$ cat src/rtl/core/irclt_pkg.sv
package irclt_pkg;

  // Longest command word that is buffered before the message is dropped.
  localparam int unsigned CMD_MAX_LEN = 7;
  localparam int unsigned NB_CMD      = 10;
  localparam int unsigned LEN_W       = $clog2(CMD_MAX_LEN + 1);
  localparam int unsigned IDX_W       = $clog2(CMD_MAX_LEN);
  localparam int unsigned KW_W        = $clog2(NB_CMD);
  localparam int unsigned QUEUE_DEPTH = 4;
  localparam int unsigned PTR_W       = $clog2(QUEUE_DEPTH);
  localparam int unsigned CNT_W       = $clog2(QUEUE_DEPTH + 1);

  localparam logic [7:0] CH_TAB   = 8'h09;
  localparam logic [7:0] CH_SPACE = 8'h20;
  localparam logic [7:0] CH_COMMA = 8'h2C;
  localparam logic [7:0] CH_COLON = 8'h3A;

  localparam logic [1:0] KIND_CMD = 2'd0;
  localparam logic [1:0] KIND_TGT = 2'd1;
  localparam logic [1:0] KIND_MSG = 2'd2;

  // Work handed from the front part to the back part.
  typedef enum logic [1:0] {
    OP_ONE  = 2'd0,
    OP_PAIR = 2'd1,
    OP_CMD  = 2'd2
  } op_e;

  typedef struct packed {
    op_e             op;
    logic [7:0]      data;
    logic            valid;
    logic [1:0]      kind;
    logic            start;
    logic            status;
    logic            last;
    logic [KW_W-1:0] cmd;
  } token_t;

  typedef struct packed {
    logic [7:0] data;
    logic       valid;
    logic [1:0] kind;
    logic       start;
    logic       msg_end;
    logic       status;
  } result_t;

  // Keywords are left aligned, first character in the top byte.
  function automatic logic [8*CMD_MAX_LEN-1:0] kw_word(input logic [KW_W-1:0] k);
    logic [8*CMD_MAX_LEN-1:0] w;
    case (k)
      4'd0:    w = {"USER", 24'h0};
      4'd1:    w = {"NICK", 24'h0};
      4'd2:    w = {"PASS", 24'h0};
      4'd3:    w = "PRIVMSG";
      4'd4:    w = {"JOIN", 24'h0};
      4'd5:    w = {"LIST", 24'h0};
      4'd6:    w = {"NAMES", 16'h0};
      4'd7:    w = {"NOTICE", 8'h0};
      4'd8:    w = {"INVITE", 8'h0};
      4'd9:    w = {"QUIT", 24'h0};
      default: w = '0;
    endcase
    return w;
  endfunction

  function automatic logic [LEN_W-1:0] kw_len(input logic [KW_W-1:0] k);
    logic [LEN_W-1:0] n;
    case (k)
      4'd3:          n = LEN_W'(7);
      4'd6:          n = LEN_W'(5);
      4'd7, 4'd8:    n = LEN_W'(6);
      4'd0, 4'd1, 4'd2, 4'd4, 4'd5, 4'd9: n = LEN_W'(4);
      default:       n = '0;
    endcase
    return n;
  endfunction

  function automatic logic [7:0] kw_char(input logic [KW_W-1:0] k,
                                         input logic [IDX_W-1:0] i);
    logic [8*CMD_MAX_LEN-1:0] w;
    w = kw_word(k);
    return w[8*(CMD_MAX_LEN-1-i) +: 8];
  endfunction

endpackage

$ cat src/rtl/core/irc_command_line_tokenizer_unit.sv
// Channel   Direction  Handshake              Payload
// input     in         push / full            in_byte_i, is_last_i
// results   out        empty / pop            out_byte_o, byte_valid_o, field_kind_o,
//                                             token_start_o, message_end_o, status_o
//
// A message byte is taken in every cycle while full is low; full rises only when the
// four-entry work queue between the classifier and the result generator is full.
// The result generator issues each character, marker or status result on its own, so
// a recognised command gives as many results as its length (up to seven) and a joining
// comma gives one more; those bursts are what fill the queue and hold off the input.
// Reset clears the parser state, the queue and the result valid flag; nothing is swept.
// The result register holds its transaction while pop is low; new bytes still enter.
module irc_command_line_tokenizer_unit
  import irclt_pkg::*;
(
  input  logic       clk_i,
  input  logic       rst_ni,
  input  logic       push,
  output logic       full,
  input  logic [7:0] in_byte_i,
  input  logic       is_last_i,
  input  logic       pop,
  output logic       empty,
  output logic [7:0] out_byte_o,
  output logic       byte_valid_o,
  output logic [1:0] field_kind_o,
  output logic       token_start_o,
  output logic       message_end_o,
  output logic       status_o
);

  // An input transaction completes whenever push meets a queue with room, whether or
  // not the byte gives any work to the back part.
  logic    accept;
  logic    tok_valid;
  token_t  tok;
  logic    q_valid;
  token_t  q_data;
  logic    q_pop;
  result_t res;

  assign accept = push && !full;

  // Front part: tracks the phase of the message, buffers the command word and
  // turns each byte into at most one work token.
  irclt_front u_front (
    .clk_i       (clk_i),
    .rst_ni      (rst_ni),
    .accept_i    (accept),
    .in_byte_i   (in_byte_i),
    .is_last_i   (is_last_i),
    .tok_valid_o (tok_valid),
    .tok_o       (tok)
  );

  // Short queue that lets the two halves stall independently.
  irclt_queue u_queue (
    .clk_i      (clk_i),
    .rst_ni     (rst_ni),
    .wr_valid_i (tok_valid),
    .wr_data_i  (tok),
    .full_o     (full),
    .rd_valid_o (q_valid),
    .rd_data_o  (q_data),
    .rd_ready_i (q_pop)
  );

  // Back part: expands each token into one or more result transactions, the command
  // word being spelt out from the keyword table.
  irclt_back u_back (
    .clk_i       (clk_i),
    .rst_ni      (rst_ni),
    .tok_valid_i (q_valid),
    .tok_i       (q_data),
    .tok_pop_o   (q_pop),
    .pop_i       (pop),
    .empty_o     (empty),
    .res_o       (res)
  );

  assign out_byte_o    = res.data;
  assign byte_valid_o  = res.valid;
  assign field_kind_o  = res.kind;
  assign token_start_o = res.start;
  assign message_end_o = res.msg_end;
  assign status_o      = res.status;

endmodule

$ cat src/rtl/core/irclt_front.sv
module irclt_front
  import irclt_pkg::*;
(
  input  logic       clk_i,
  input  logic       rst_ni,
  input  logic       accept_i,
  input  logic [7:0] in_byte_i,
  input  logic       is_last_i,
  output logic       tok_valid_o,
  output token_t     tok_o
);

  typedef enum logic [3:0] {
    PH_CMD  = 4'b0001,
    PH_TGT  = 4'b0010,
    PH_MSG  = 4'b0100,
    PH_DROP = 4'b1000
  } phase_e;

  phase_e           phase_q, phase_d;
  logic [LEN_W-1:0] len_q, len_d;
  logic             in_word_q, in_word_d;
  logic             comma_q, comma_d;
  logic             seen_q, seen_d;
  logic [7:0]       buf_q [CMD_MAX_LEN];
  logic             buf_we;

  logic             blank, sep;
  logic [LEN_W:0]   eff_len;
  logic             append;
  logic             match;
  logic [KW_W-1:0]  match_idx;
  logic             tok_valid;
  token_t           tok;

  function automatic token_t mk_one(input logic [7:0] b, input logic v,
                                    input logic [1:0] kd, input logic st);
    token_t t;
    t        = '0;
    t.op     = OP_ONE;
    t.data   = b;
    t.valid  = v;
    t.kind   = kd;
    t.start  = st;
    return t;
  endfunction

  assign blank  = (in_byte_i == CH_SPACE) || (in_byte_i == CH_TAB);
  assign sep    = blank || (in_byte_i == CH_COMMA) || (in_byte_i == CH_COLON);
  assign append = !sep;
  assign eff_len = append ? ({1'b0, len_q} + (LEN_W+1)'(1)) : {1'b0, len_q};

  // The word being closed is the buffer plus, when appending, the new byte.
  always_comb begin
    logic       hit;
    logic [7:0] ch;
    match     = 1'b0;
    match_idx = '0;
    for (int k = 0; k < NB_CMD; k++) begin
      hit = ({1'b0, kw_len(KW_W'(k))} == eff_len);
      for (int i = 0; i < CMD_MAX_LEN; i++) begin
        ch = (append && (LEN_W'(i) == len_q)) ? in_byte_i : buf_q[i];
        if ((LEN_W+1)'(i) < eff_len && ch != kw_char(KW_W'(k), IDX_W'(i))) begin
          hit = 1'b0;
        end
      end
      if (hit) begin
        match     = 1'b1;
        match_idx = KW_W'(k);
      end
    end
  end

  always_comb begin
    phase_d   = phase_q;
    len_d     = len_q;
    in_word_d = in_word_q;
    comma_d   = comma_q;
    seen_d    = seen_q;
    buf_we    = 1'b0;
    tok_valid = 1'b0;
    tok       = '0;

    unique case (phase_q)
      PH_CMD: begin
        if (sep) begin
          if (len_q == '0 && blank) begin
            // Blanks ahead of the command are skipped, even on the final byte.
          end else if (match) begin
            tok_valid = 1'b1;
            tok.op    = OP_CMD;
            tok.cmd   = match_idx;
            phase_d   = (in_byte_i == CH_COLON) ? PH_MSG : PH_TGT;
            in_word_d = 1'b0;
          end else begin
            phase_d = PH_DROP;
          end
        end else if (len_q < LEN_W'(CMD_MAX_LEN)) begin
          buf_we = 1'b1;
          len_d  = len_q + LEN_W'(1);
          if (is_last_i) begin
            if (match) begin
              tok_valid = 1'b1;
              tok.op    = OP_CMD;
              tok.cmd   = match_idx;
              phase_d   = PH_TGT;
            end else begin
              phase_d = PH_DROP;
            end
          end
        end else begin
          phase_d = PH_DROP;
        end
      end
      PH_TGT: begin
        if (in_byte_i == CH_COLON) begin
          phase_d   = PH_MSG;
          in_word_d = 1'b0;
          comma_d   = 1'b0;
        end else if (blank) begin
          in_word_d = 1'b0;
        end else if (in_byte_i == CH_COMMA) begin
          if (seen_q) begin
            comma_d = 1'b1;
          end
          in_word_d = 1'b0;
        end else if (in_word_q) begin
          tok_valid = 1'b1;
          tok       = mk_one(in_byte_i, 1'b1, KIND_TGT, 1'b0);
        end else if (!seen_q) begin
          tok_valid = 1'b1;
          tok       = mk_one(in_byte_i, 1'b1, KIND_TGT, 1'b1);
          seen_d    = 1'b1;
          in_word_d = 1'b1;
        end else if (comma_q) begin
          tok_valid = 1'b1;
          tok       = mk_one(in_byte_i, 1'b1, KIND_TGT, 1'b1);
          tok.op    = OP_PAIR;
          comma_d   = 1'b0;
          in_word_d = 1'b1;
        end else begin
          // A word after a blank without a comma opens the message words.
          phase_d   = PH_MSG;
          comma_d   = 1'b0;
          tok_valid = 1'b1;
          tok       = mk_one(in_byte_i, 1'b1, KIND_MSG, 1'b1);
          in_word_d = 1'b1;
        end
      end
      PH_MSG: begin
        if (blank || in_byte_i == CH_COLON) begin
          in_word_d = 1'b0;
        end else if (in_byte_i == CH_COMMA) begin
          tok_valid = 1'b1;
          tok       = mk_one(in_byte_i, 1'b1, KIND_MSG, 1'b1);
          in_word_d = 1'b0;
        end else begin
          tok_valid = 1'b1;
          tok       = mk_one(in_byte_i, 1'b1, KIND_MSG, !in_word_q);
          in_word_d = 1'b1;
        end
      end
      PH_DROP: begin
      end
      default: begin
        phase_d = PH_CMD;
      end
    endcase

    if (is_last_i) begin
      if (phase_d == PH_DROP) begin
        tok_valid  = 1'b1;
        tok        = mk_one(8'h00, 1'b0, KIND_CMD, 1'b0);
        tok.status = 1'b1;
      end else if (!tok_valid) begin
        tok_valid = 1'b1;
        tok       = mk_one(8'h00, 1'b0, (phase_d == PH_MSG) ? KIND_MSG : KIND_TGT, 1'b0);
      end
      tok.last  = 1'b1;
      phase_d   = PH_CMD;
      len_d     = '0;
      in_word_d = 1'b0;
      comma_d   = 1'b0;
      seen_d    = 1'b0;
    end
  end

  assign tok_valid_o = accept_i && tok_valid;
  assign tok_o       = tok;

  always_ff @(posedge clk_i or negedge rst_ni) begin
    if (!rst_ni) begin
      phase_q   <= PH_CMD;
      len_q     <= '0;
      in_word_q <= 1'b0;
      comma_q   <= 1'b0;
      seen_q    <= 1'b0;
    end else if (accept_i) begin
      phase_q   <= phase_d;
      len_q     <= len_d;
      in_word_q <= in_word_d;
      comma_q   <= comma_d;
      seen_q    <= seen_d;
    end
  end

  always_ff @(posedge clk_i) begin
    if (accept_i && buf_we) begin
      buf_q[len_q[IDX_W-1:0]] <= in_byte_i;
    end
  end

endmodule

$ cat src/rtl/core/irclt_queue.sv
module irclt_queue
  import irclt_pkg::*;
(
  input  logic   clk_i,
  input  logic   rst_ni,
  input  logic   wr_valid_i,
  input  token_t wr_data_i,
  output logic   full_o,
  output logic   rd_valid_o,
  output token_t rd_data_o,
  input  logic   rd_ready_i
);

  token_t           mem_q [QUEUE_DEPTH];
  logic [PTR_W-1:0] wr_ptr_q, rd_ptr_q;
  logic [CNT_W-1:0] cnt_q;
  logic             do_wr, do_rd;

  assign full_o     = (cnt_q == CNT_W'(QUEUE_DEPTH));
  assign rd_valid_o = (cnt_q != '0);
  assign rd_data_o  = mem_q[rd_ptr_q];
  assign do_wr      = wr_valid_i && !full_o;
  assign do_rd      = rd_ready_i && rd_valid_o;

  always_ff @(posedge clk_i or negedge rst_ni) begin
    if (!rst_ni) begin
      wr_ptr_q <= '0;
      rd_ptr_q <= '0;
      cnt_q    <= '0;
    end else begin
      if (do_wr) begin
        wr_ptr_q <= wr_ptr_q + PTR_W'(1);
      end
      if (do_rd) begin
        rd_ptr_q <= rd_ptr_q + PTR_W'(1);
      end
      if (do_wr && !do_rd) begin
        cnt_q <= cnt_q + CNT_W'(1);
      end else if (do_rd && !do_wr) begin
        cnt_q <= cnt_q - CNT_W'(1);
      end
    end
  end

  always_ff @(posedge clk_i) begin
    if (do_wr) begin
      mem_q[wr_ptr_q] <= wr_data_i;
    end
  end

endmodule

$ cat src/rtl/core/irclt_back.sv
module irclt_back
  import irclt_pkg::*;
(
  input  logic    clk_i,
  input  logic    rst_ni,
  input  logic    tok_valid_i,
  input  token_t  tok_i,
  output logic    tok_pop_o,
  input  logic    pop_i,
  output logic    empty_o,
  output result_t res_o
);

  token_t           cur_q;
  logic             cur_valid_q;
  logic [IDX_W-1:0] idx_q;
  result_t          out_q;
  logic             out_valid_q;

  result_t          res;
  logic             fin;
  logic             advance, emit, cur_free;

  // Expand the current token into the result for the present index.
  always_comb begin
    res        = '0;
    fin        = 1'b1;
    res.data   = cur_q.data;
    res.valid  = cur_q.valid;
    res.kind   = cur_q.kind;
    res.start  = cur_q.start;
    res.status = cur_q.status;
    res.msg_end = cur_q.last;
    unique case (cur_q.op)
      OP_PAIR: begin
        if (idx_q == '0) begin
          res.data    = CH_COMMA;
          res.start   = 1'b0;
          res.msg_end = 1'b0;
          fin         = 1'b0;
        end
      end
      OP_CMD: begin
        fin = ((LEN_W+1)'(idx_q) + (LEN_W+1)'(1)) == (LEN_W+1)'(kw_len(cur_q.cmd));
        res.data    = kw_char(cur_q.cmd, idx_q);
        res.valid   = 1'b1;
        res.kind    = KIND_CMD;
        res.start   = (idx_q == '0);
        res.status  = 1'b0;
        res.msg_end = cur_q.last && fin;
      end
      default: begin
      end
    endcase
  end

  assign advance   = !out_valid_q || pop_i;
  assign emit      = cur_valid_q && advance;
  assign cur_free  = !cur_valid_q || (emit && fin);
  assign tok_pop_o = cur_free && tok_valid_i;
  assign empty_o   = !out_valid_q;
  assign res_o     = out_q;

  always_ff @(posedge clk_i or negedge rst_ni) begin
    if (!rst_ni) begin
      cur_valid_q <= 1'b0;
      idx_q       <= '0;
      out_valid_q <= 1'b0;
    end else begin
      if (tok_pop_o) begin
        cur_valid_q <= 1'b1;
        idx_q       <= '0;
      end else begin
        if (emit && fin) begin
          cur_valid_q <= 1'b0;
        end
        if (emit) begin
          idx_q <= idx_q + IDX_W'(1);
        end
      end
      if (emit) begin
        out_valid_q <= 1'b1;
      end else if (pop_i) begin
        out_valid_q <= 1'b0;
      end
    end
  end

  always_ff @(posedge clk_i) begin
    if (tok_pop_o) begin
      cur_q <= tok_i;
    end
    if (emit) begin
      out_q <= res;
    end
  end

endmodule
$ cat config.mk
export PLATFORM = sky130hd
export DESIGN_NAME = irc_command_line_tokenizer_unit
export DESIGN_NICKNAME = d
export VERILOG_FILES = /design/src/rtl/core/irclt_pkg.sv /design/src/rtl/core/irc_command_line_tokenizer_unit.sv /design/src/rtl/core/irclt_front.sv /design/src/rtl/core/irclt_queue.sv /design/src/rtl/core/irclt_back.sv
export SDC_FILE = /design/constraint.sdc
export NUM_CORES = 1
export LEC_CHECK = 0
export BUFFER_PORTS_ARGS = -buffer_cell sky130_fd_sc_hd__buf_2
export CAP_MARGIN = 30
export CORE_MARGIN = 2
export CORE_UTILIZATION = 31
export DETAILED_ROUTE_END_ITERATION = 6
export PLACE_DENSITY = 0.54
export SLEW_MARGIN = 30
export SYNTH_ARGS = -nofsm -noshare
export SYNTH_HDL_FRONTEND = slang
export SYNTH_SLANG_ARGS = --single-unit
$ cat constraint.sdc
create_clock -name clk_i -period 6 [get_ports clk_i]
set_input_delay 0.6 -clock clk_i [delete_from_list [all_inputs] [get_ports clk_i]]
set_output_delay 0.6 -clock clk_i [all_outputs]
set_load 0.05 [all_outputs]
==> flow_results.org, run 1 <==
** Placement
- At the end of routability-driven placement, the weighted congestion stood at around 1.0.
- Once detailed placement completed, the half-perimeter wirelength came to ~21 mm.
- Port buffering added 28 buffers.

** CTS
- The clock reaches the later pin of the worst-skew pair after roughly 0.46 ns.
- TritonCTS built the clock tree.
- The number of setup buffers added after CTS is 0.
- The H-tree generated during clock tree synthesis spans 4 levels.
- The tree is rooted in a clkbuf_16.
- After clock tree synthesis, the repair step resized 0 gates.
- The longest clock path from root to sink contains 2 buffers.
- Clock input transition at the sequential cells of the worst setup and hold paths :: 0.09 ns
- For this design, the sink count on the clock tree is approximately 190.
- In this run, post-CTS hold repair placed 0 buffers.
- TritonCTS created 17 clock buffers.

** Final layout
- Fill cell total of the finished layout :: around 3300
- Commonest cells after routing, fill and taps aside :: edfxtp_1, nand2_1, a21oi_1
- In the final layout, the share of cells above drive strength 1 is 14.7%.
- The library cell used most frequently in the layout, excluding fill and tap cells, is edfxtp_1.
- Final core occ :: approximately 35%
- The net count of the finished layout is a little under 1000.
- Layout area overhead :: 12.5%
- Number of antenna repair diodes :: 0

** Floorplan
- Top Ports :: 29
- Starting density of the core :: a little under a third
- Floorplan die height :: about 190 um
- From left edge to right edge, the die measures around 190 um.
- The floorplan has 67 rows.
- Core region area :: ~34000 um2
- The die covers 35700 um2.

** Timing
- Number of setup violations in the final report :: 0
- Hold Violations, Final :: 0
- Highest Clock Rate :: 0.199 GHz
- The worst path needs 5.03 ns of the cycle, external delays included.
- Period Utilization, post-route :: between 80% and 90%
- Setup repair after global routing left no endpoint under its margin.
- Summed over all failing endpoints, the final setup total negative slack is 0 ns.
- The clock arrives with 0.0203 ns of skew.
- The final number of max-transition violations came to 0.
- Worst relative slew slack :: 37.3%
- Slew @ Worst Pin :: approximately 0.93 ns

** Pwr
- For this design the static power due to leakage is 0.00389 uW.
- Overall power consumption :: around 5300 uW
- Power density cells :: around 450 nW/um2
- VDD sags by at most ~230 uV.

** Synthesis
- A synthesized cell averages 11.4 um2.
- Total of flip-flops plus latches after synthesis :: 192
- The most used flip-flop cell after synthesis is edfxtp_1.
- The synthesized design devotes to its leading area cell type between 40% and 50% of total area.
- The cell area that synthesis handed to floorplanning was between 10000 and 15000 um2.
- Post-synth ARST share :: 11.5%
- Synth area leader :: edfxtp_1
- The Yosys step of the flow raised 0 warnings.
- Of the synthesized area, sequential elements account for 53.4%.
- Yosys mapped a number of flops with a built-in enable equal to 170.
- The cell count after synthesis came out at roughly 930.
- Synthesis produced a netlist with a net count of between 900 and 1000.
- Biggest area contributors in the synthesized netlist :: edfxtp_1, dfrtp_1, mux4_2
- Count of unique library cells instantiated by Yosys :: slightly above 90

** Worst setup path
- Of all nets on the critical path, the largest fanout is 17.
- In this design, the stage delay of the slowest critical-path cell is slightly below 0.6 ns.
- The critical path is of the reg2reg type.
- The critical path goes through inv_1 > ha_1 > nor2b_1 > o31a_1 > nand2_1 > mux2i_1 > and4_1 > a311oi_1 > nand4_2 > a21boi_2 > nor2_1 > ha_1 > inv_1 > fa_1 > mux2_2.
- Required arrival time at the worst endpoint :: about 6.4 ns
- STA classifies the critical path endpoint as a flop.
- Crit path launch type :: flop
- At the worst endpoint, the arrival time is approximately 5.4 ns.
- The slowest stage of the critical path is the dfrtp_1 cell.

** Routing
- In the final routed layout, each cell accounts on average for slightly above 20 um.
- For this run, design rule violations remaining after detail routing come to 0.
- The routed layout has 8003 vias.
- Wire length after detailed routing :: around 30 mm
- Initial drt markers :: 941
- The first detailed-routing pass took 5 iterations.
- Dividing the detail-routed via count by the number of cells gives about 5.7.
- ANT nets after route :: 0

** Run status
- Outcome :: completed

** Hold path
- The path class of the tightest hold or removal check is in2async.

** Global routing
- Global routing usage summed across all routing layers :: between 10% and 20%
- Number of global-route vias before repair :: around 7800
- The initial antenna violation count is 0.
- First-pass GRT wire length :: about 46 mm
- The total overflow left after global routing is 0.
- Pin count of the biggest net entering global routing :: between 40 and 50

** Run
- The tool flagged a number of max-cap violations equal to 0.
## critical path, delay by kind of cell (launching register included)
family	cells	cell delay, ns
and+or+nand+nor	5	1.21
adders and majority gates	3	0.93
buffers and inverters	2	0.39
muxes	2	0.47
AOI/OAI and AO/OA	3	1.32
DFF	1	0.58
## stage by stage
| stage | hold WS [ns] | instance area, um2 | worst slack [ns] | std cells |
|---|---|---|---|---|
| 2_1_floorplan | 0.304 | 10600 | 1.85 | 926 |
| 3_3_place_gp | 0.489 | 11300 | 0.978 | 1383 |
| 3_5_place_dp | 0.483 | 11300 | 1.00 | 1383 |
| 4_1_cts | 0.124 | 11900 | 1.15 | 1415 |
| 5_1_grt | 0.148 | 11900 | 0.744 | 1415 |
| 6_report | 0.113 | 11900 | 0.966 | 1415 |
## cells in the mapped netlist, types with 20 or more instances
cell type,n
inv_1,26
clkbuf_1,29
nor2b_1,23
mux4_2,20
nor3_1,33
nand3_1,30
nand2_1,78
ha_1,21
edfxtp_1,170
o22ai_1,22
a21oi_1,51
nand4_1,22
o21ai_0,33
nor4_1,26
nor2_1,53
dfrtp_1,21
## cell families (layout without fill, tap and decap cells)
| logic type | count (synthesis) | after routing | synth area share [%] |
|---|---|---|---|
| compound gates | 214 | 214 | 13.9 |
| xor+xnor | 16 | 16 | 1.50 |
| fa+ha+maj | 22 | 22 | 2.67 |
| buf+inv | 70 | 111 | 2.95 |
| flops | 192 | 192 | 53.4 |
| mux | 30 | 30 | 5.23 |
| simple gates | 382 | 382 | 20.4 |
## area by class of cell
cell class	count	area (um2)	area share (%)
Multi-Input combinational cell	664	4650	39.0
Inverter	26	97.6	0.818
Tap cell	448	561	4.70
Clock buffer	18	450	3.78
Clock inverter	14	186	1.56
Timing Repair Buffer	53	328	2.75
Sequential cell	192	5660	47.4
## power breakdown
group / total, uW / switching (uW) / internal, uW
Combinational: 2040 / 1320 / 722
Clock: 1230 / 620 / 606
Sequential: 2070 / 249 / 1820
## final timing paths
kind / start / to / slack [ns] / depth (start not counted)
setup / recovery: u_front.len_q[0] / u_queue.cnt_q[1] / 0.97 / 15
hold / removal: rst_ni / u_queue.cnt_q[1] / 0.11 / 1
setup reg to reg: u_front.len_q[0] / u_queue.cnt_q[1] / 0.97 / 15
hold reg to reg: u_back.cur_q[9] / u_back.res_o[5] / 0.50 / 1
max in group asynchronous: rst_ni / u_queue.rd_ptr_q[1] / 5.48 / 1
min in group clk_i: pop / u_back.out_valid_q / 0.46 / 3
## layer usage
metal	track usage [%]	wire length, um	up-vias
met5	0	0	-
met4	5.80	824	0
met3	2.65	1480	55
met2	27.1	13700	312
met1	23.1	13400	3936
li1	-	-	3700
## sequential cells by signal, indices dropped and copies added, names as in the netlist, 2 cells and up
| signal | flops |
|---|---|
| u_front.len_q | 3 |
| u_queue.mem_q | 80 |
| u_queue.rd_ptr_q | 2 |
| u_back.cur_q | 20 |
| u_back.idx_q | 3 |
| u_queue.cnt_q | 3 |
| u_queue.wr_ptr_q | 2 |
| u_back.res_o | 14 |
| u_front.buf_q | 56 |
| u_front.phase_q | 4 |
No activity file was read; power rests on OpenSTA's default activity.
==> run 2, diff against run 1 <==
==> constraint.sdc (replaced) <==
create_clock -name clk_i -period 4.7 [get_ports clk_i]
set_input_delay 0.47 -clock clk_i [delete_from_list [all_inputs] [get_ports clk_i]]
set_output_delay 0.47 -clock clk_i [all_outputs]
set_load 0.05 [all_outputs]
==> flow_results.org, run 2 (synthesized netlist as in run 1, its figures left out) <==
** Run status
- Outcome :: completed

** Global routing
- Gr ovfl total :: 0
- Global routing usage summed across all routing layers :: about 17%
- Pin count of the biggest net entering global routing :: 44
- The first global-routing pass estimated 46.4 mm of wire.
- The initial antenna violation count was 0.
- Number of global-route vias before repair :: 7831

** Floorplan
- Area of the die :: approximately 36000 um2
- Row count :: 67
- The initial utilization of the core area, before any placement, comes to roughly a third.
- Floorplan die height :: between 150 and 200 um
- In this run the standard cell core region covers roughly 34000 um2.
- Horizontal extent of the die :: 189 um
- Top Ports :: 29

** CTS
- At the later pin of the worst-skew pair, clock insertion delay measures ~0.45 ns.
- In this run the deepest clock path goes through 2 buffers.
- Cells resized by post-CTS repair :: 0
- The H-tree generated during clock tree synthesis spans 4 levels.
- Buffers added to address setup during post-CTS repair amount to 0.
- Clock tree from TritonCTS :: yes
- The clock net in this run drives a total of around 190 sinks.
- The number of hold buffers added after CTS was 0.
- Root buf cell :: clkbuf_16
- Number of buffers added by the clock tree synthesis step :: 17
- After clock tree synthesis, the clock-pin slew on the worst setup and hold paths is roughly 0.090 ns.

** Placement
- Number of input and output port buffers inserted :: 28
- The HPWL after detailed placement is approximately 22 mm.
- At the end of routability-driven placement, the weighted congestion stood at about 0.96.

** Routing
- ANT nets after route :: 0
- For this block, the initial DRC count from the detailed router was about 680.
- Total vias in the final route :: roughly 8000
- Signal routing reaches up to met4.
- In the routed design, unresolved DRC markers number 0.
- Routed length on met3 :: 1.75 mm
- Summed over all nets, wire length on met2 after detailed routing comes to around 14 mm.
- In the final routing, the length of wire on met1 measures 12.8 mm.
- Average wire length per cell after detail routing :: just over 20 um
- For this block, the routed nets add up to about 30 mm of wire.
- Dividing the detail-routed via count by the number of cells gives approximately 5.5.
- Iteration count of the initial detailed-routing pass :: 5

** Timing
- Setup violations remaining at the end of the flow were counted as 0.
- Worst relative slew slack :: around 38%
- The worst path in the final design needs a cycle of around 4.5 ns, including I/O delays and setup.
- Highest Clock Rate :: roughly 0.22 GHz
- Hold Violations, Final :: 0
- The tightest hold path in the finished design has a slack of 0.00225 ns.
- The worst path uses between 90% and 100% of the clock period.
- Slew @ Worst Pin :: approximately 0.93 ns
- Pins over their slew limit :: 0
- Setup total negative slack :: 0 ns
- Clock skew on the completed layout was measured at between 0.015 and 0.02 ns.
- RSZ-0062 raised after global routing :: false

** Worst setup path
- Crit path launch type :: flop
- Reg2Reg Launch Point :: u_front.len_q[1]
- Required arrival time at the worst endpoint :: slightly above 5 ns
- Cell count of the worst reg-to-reg path :: 16
- Type of element capturing the critical path :: flop
- Arrival time at the worst endpoint :: roughly 4.8 ns
- The critical path is of the reg2reg type.
- In this run the worst path has a maximum fanout of 10.
- Tracing the worst setup path back leads to its startpoint at u_front.len_q[1].

** Final layout
- Layout area overhead :: 15.0%
- Area of the multi-input gates :: approximately 4600 um2
- Across the whole layout, storage elements account for approximately 5700 um2.
- Number of antenna repair diodes :: 0
- Share of post-route cells with drive strength above 1 :: 17.4%
- Max reg flops :: 80
- Fill cell total of the finished layout :: between 3000 and 4000
- Number of nets in the layout :: slightly above 1000
- Most frequent standard cell in the layout excluding fill and tap cells :: edfxtp_1
- Commonest cells after routing, fill and taps aside :: edfxtp_1, nand2_1, buf_4
- u_queue.mem_q holds more flip-flops than any other register.

** Hold path
- The worst hold path belongs to the class in2async.

** Pwr
- Of the total power, registers draw approximately two fifths.
- Psw :: 2710 uW
- The internal power of the cells totals a little over 4000 uW.
- Worst vdd ir :: 324 uV
- For this design the static power due to leakage is roughly 0.0041 uW.
- Power density cells :: ~560 nW/um2
- Net switching is between 40 and 50% of the power.
- In this run, the clock network consumes about 22% of the power.
- Proportion of power drawn by combinational gates :: about two fifths

** Run
- Max Cap Violations :: 0
run 2: metrics by stage:
stage	worst slack, ns	instance area (um2)	util (%)	std cells	total power (uW)
2_1_floorplan	0.552	10600	-	926	4520
3_3_place_gp	0.317	11600	34.5	1415	5340
3_5_place_dp	0.249	11600	34.5	1415	5320
4_1_cts	0.340	12200	36.3	1447	6810
5_1_grt	0.0344	12200	36.3	1447	7180
6_report	0.239	12200	36.3	1447	6770
run 2: worst max-delay path: stages (launching register included):
cell and delay (ns):
dfrtp_1 0.49, inv_1 0.24, ha_1 0.28, nand2b_1 0.18
a31oi_1 0.58, nand2_1 0.24, a31oi_1 0.39, o21ai_0 0.16
buf_4 0.16, a41oi_1 0.24, nand4_2 0.17, a21boi_2 0.18
nor2_1 0.07, ha_1 0.23, inv_1 0.08, fa_1 0.38
mux2_2 0.26
run 2: area by class of cell:
type	count	share of cell area (%)
clock buffer	17	3.49
clock inverter	15	1.39
inverter	26	0.801
multi-input combinational	664	38.1
sequential	192	46.4
tap	448	4.60
timing repair buffer	85	5.17
run 2: path summary, 6_finish.rpt:
check | endpoint | slack, ns
setup / recovery | u_queue.cnt_q[1] | 0.24
hold / removal | u_front.phase_q[3] | 0.002
setup reg to reg | u_queue.cnt_q[1] | 0.24
hold reg to reg | u_queue.cnt_q[2] | 0.49
max in group asynchronous | u_queue.rd_ptr_q[1] | 4.30
min in group clk_i | u_front.buf_q[3][6] | 0.30
run 2: power by group through the flow:
| stage | Sequential, uW | Combinational [uW] | Clock (uW) |
|---|---|---|---|
| floorplan | 2720 | 1790 | 0 |
| global placement | 2640 | 2700 | 0 |
| detailed placement | 2650 | 2680 | 0 |
| CTS | 2610 | 2690 | 1510 |
| global route | 2660 | 2950 | 1570 |
| finish | 2600 | 2690 | 1470 |
run 2: layer usage:
metal / vias up / track usage (%)
met2: 315 / 27.3
met4: 0 / 7.96
li1: 3760 / -
met3: 69 / 3.45
met1: 3869 / 22.2
met5: - / 0
==> run 3, diff against run 2 <==
--- a/config.mk
+++ b/config.mk
@@ -10,8 +10,8 @@
 export CORE_MARGIN = 2
 export CORE_UTILIZATION = 31
 export DETAILED_ROUTE_END_ITERATION = 6
-export PLACE_DENSITY = 0.54
-export SLEW_MARGIN = 30
+export PLACE_DENSITY = 0.51
+export SLEW_MARGIN = 20
 export SYNTH_ARGS = -nofsm -noshare
 export SYNTH_HDL_FRONTEND = slang
 export SYNTH_SLANG_ARGS = --single-unit
==> flow_results.org, run 3 (synthesized netlist as in run 1, its figures left out) <==
** Run status
- The run finished with clean final reports.

** Pwr
- Net switching fraction of the power :: between 40% and 50%
- Cell internal power dissipation :: 4090 uW
- Per report_power, the clock group accounts for 22.8% of the total.
- Psw :: approximately 2800 uW
- Proportion of power drawn by combinational gates :: 39.2%
- Leak pwr :: ~0.0040 uW
- In this run the power density over the cells is between 500 and 600 nW/um2.
- Worst vdd ir :: between 200 and 300 uV
- Sequential cell fraction of total power :: between 30 and 40%

** Placement
- Number of input and output port buffers inserted :: 28
- Post-Place Setup Slack :: between 0.15 and 0.2 ns
- Once detailed placement completed, the half-perimeter wirelength came to between 20 and 25 mm.
- Final weighted congestion in routability-driven placement :: about 0.96

** Worst setup path
- Crit path launch type :: flop
- The worst setup path is of the reg2reg kind.
- Most Frequent Cell on Critical Path :: ha_1
- In this run the worst path has a maximum fanout of 13.
- The worst setup path is captured at a flop.
- At the worst endpoint, the required time is roughly 5 ns.
- Data on the critical path arrives at its endpoint at ~4.7 ns.
- Slowest Stage Delay on Critical Path :: between 0.5 and 0.6 ns
- Ordered list of cells on the worst path :: ha_1 > ha_1 > inv_1 > nand4_1 > or4_1 > a22o_1 > nor4_1 > a311oi_1 > nand4_2 > a21boi_2 > nor2_1 > ha_1 > inv_1 > fa_1 > xor2_1 > nor2_1 > xor2_1
- Among cell families on the critical path, the largest total delay comes from simple AND/OR/NAND/NOR gates.
- Worst-path cell with the longest stage delay :: or4_1
- Number of buffer and inverter stages on the critical path :: 2

** Routing
- Average wire length per cell after detail routing :: 20.8 um
- For this run, design rule violations remaining after detail routing come to 0.
- DR vias/cell :: roughly 5.5
- The routed layout has 7957 vias.
- The first routing iteration left 849 violations.
- Wire length after detailed routing :: ~30 mm
- ANT nets after route :: 0
- Iteration count of the initial detailed-routing pass :: 5

** Floorplan
- The region available for standard cell placement spans roughly 34000 um2.
- Starting density of the core :: between 30% and 40%
- Horizontal extent of the die :: between 150 and 200 um
- Row count :: 67
- Area of the die :: approximately 36000 um2
- The die is 189 um tall.
- Pin placement for this block handled 29 I/O pins.

** Timing
- Slew @ Worst Pin :: around 0.95 ns
- Period Utilization, post-route :: 92.5%
- Setup clock skew after layout :: about 0.014 ns
- After routing, the total negative slack on setup checks comes to 0 ns.
- The number of hold violations in the final report was 0.
- Setup repair after global routing left no endpoint under its margin.
- Headroom to the max-slew limit came out at 36.1%.
- The final number of max-transition violations came to 0.
- Highest Clock Rate :: 0.230 GHz
- Setup violations remaining at the end of the flow were counted as 0.
- Final critical delay including setup and external delays :: 4.35 ns
- Minimum setup slack in the final design :: about 0.35 ns

** Run
- Max-cap violations in this run came to 0.

** Final layout
- Ranked by flip-flop count, first place goes to u_queue.mem_q.
- Most frequent standard cell in the layout excluding fill and tap cells :: edfxtp_1
- The post-route netlist has 16.8% of its cells at a drive strength greater than 1.
- For this run, the post-layout net count is around 1000.
- Layout area overhead :: 14.9%
- Number of antenna repair diodes :: 0
- The top cell types in the final layout, fill and taps aside, are edfxtp_1, nand2_1, a21oi_1.
- Max reg flops :: 80

** CTS
- Clock input transition at the sequential cells of the worst setup and hold paths :: about 0.09 ns
- No sink is reached through more buffers than the 2 on the longest clock path.
- In this run the clock root is driven by a clkbuf_16.
- Buffers inserted during clock tree synthesis total 17.
- Clock tree from TritonCTS :: yes
- The clock drives 192 sinks.
- CTS built an H-tree with a depth of 4.
- Insertion delay of the later-clocked pin in the worst-skew pair :: between 0.4 and 0.5 ns

** Global routing
- Gr ovfl total :: 0
- The number of global-route vias before repair is approximately 7800.
- First-pass GRT wire length :: about 47 mm
- The initial antenna violation count is 0.
- Pin count of the biggest net entering global routing :: 44
- Global routing used 17.1% of the available tracks across all layers.

** Hold path
- In this run the worst hold path is classified as in2async.
## run 3: worst paths after layout
kind                                  endpoint  cells past startpoint  slack (ns)             start
hold reg to reg               u_queue.cnt_q[2]                      1        0.49  u_queue.cnt_q[2]
min in group clk_i         u_front.buf_q[4][0]                      1        0.29      in_byte_i[0]
setup reg to reg              u_queue.cnt_q[2]                     17        0.35  u_front.len_q[1]
max in group asynchronous     u_front.len_q[1]                      1        4.26            rst_ni
setup / recovery              u_queue.cnt_q[2]                     17        0.35  u_front.len_q[1]
hold / removal              u_back.out_valid_q                      1        0.02            rst_ni
## run 3: cell type report
cell class              instances  area [um2]
clock buffers                  17         425
inverters                      26        97.6
multi-input cells             664        4640
clock inverters                15         223
flip-flops and latches        192        5660
fillers                      3356       21400
repair buffers                 79         568
well taps                     448         561
## run 3: layer usage
metal,track usage [%],routed length (um),up-vias
met5,0,0,-
met4,6.76,1080,0
li1,-,-,3758
met1,22.9,13500,3878
met2,27.7,14100,256
met3,2.80,1310,65
## run 3: power groups by stage
stage | logic [uW] | registers [uW] | clock network, uW
floorplan | 1790 | 2720 | 0
global placement | 2640 | 2670 | 0
detailed placement | 2680 | 2660 | 0
CTS | 2690 | 2620 | 1610
global route | 2940 | 2670 | 1670
finish | 2700 | 2620 | 1570
## run 3: repair_timing
action                     in CTS  in global routing
hold buffers                    0                  0
resized for setup               0                  1
setup endpoints to repair       0                  1
buffers inserted                0                  0
## run 3: metrics by stage
step	util [%]	hold slack, ns	instance area (um2)	std cells	total power, uW
2_1_floorplan	-	0.174	10600	926	4520
3_3_place_gp	34.2	0.479	11500	1408	5320
3_5_place_dp	34.3	0.490	11500	1409	5340
4_1_cts	36.2	0.0313	12200	1441	6920
5_1_grt	36.2	0.0495	12200	1441	7280
6_report	36.2	0.0189	12200	1441	6880
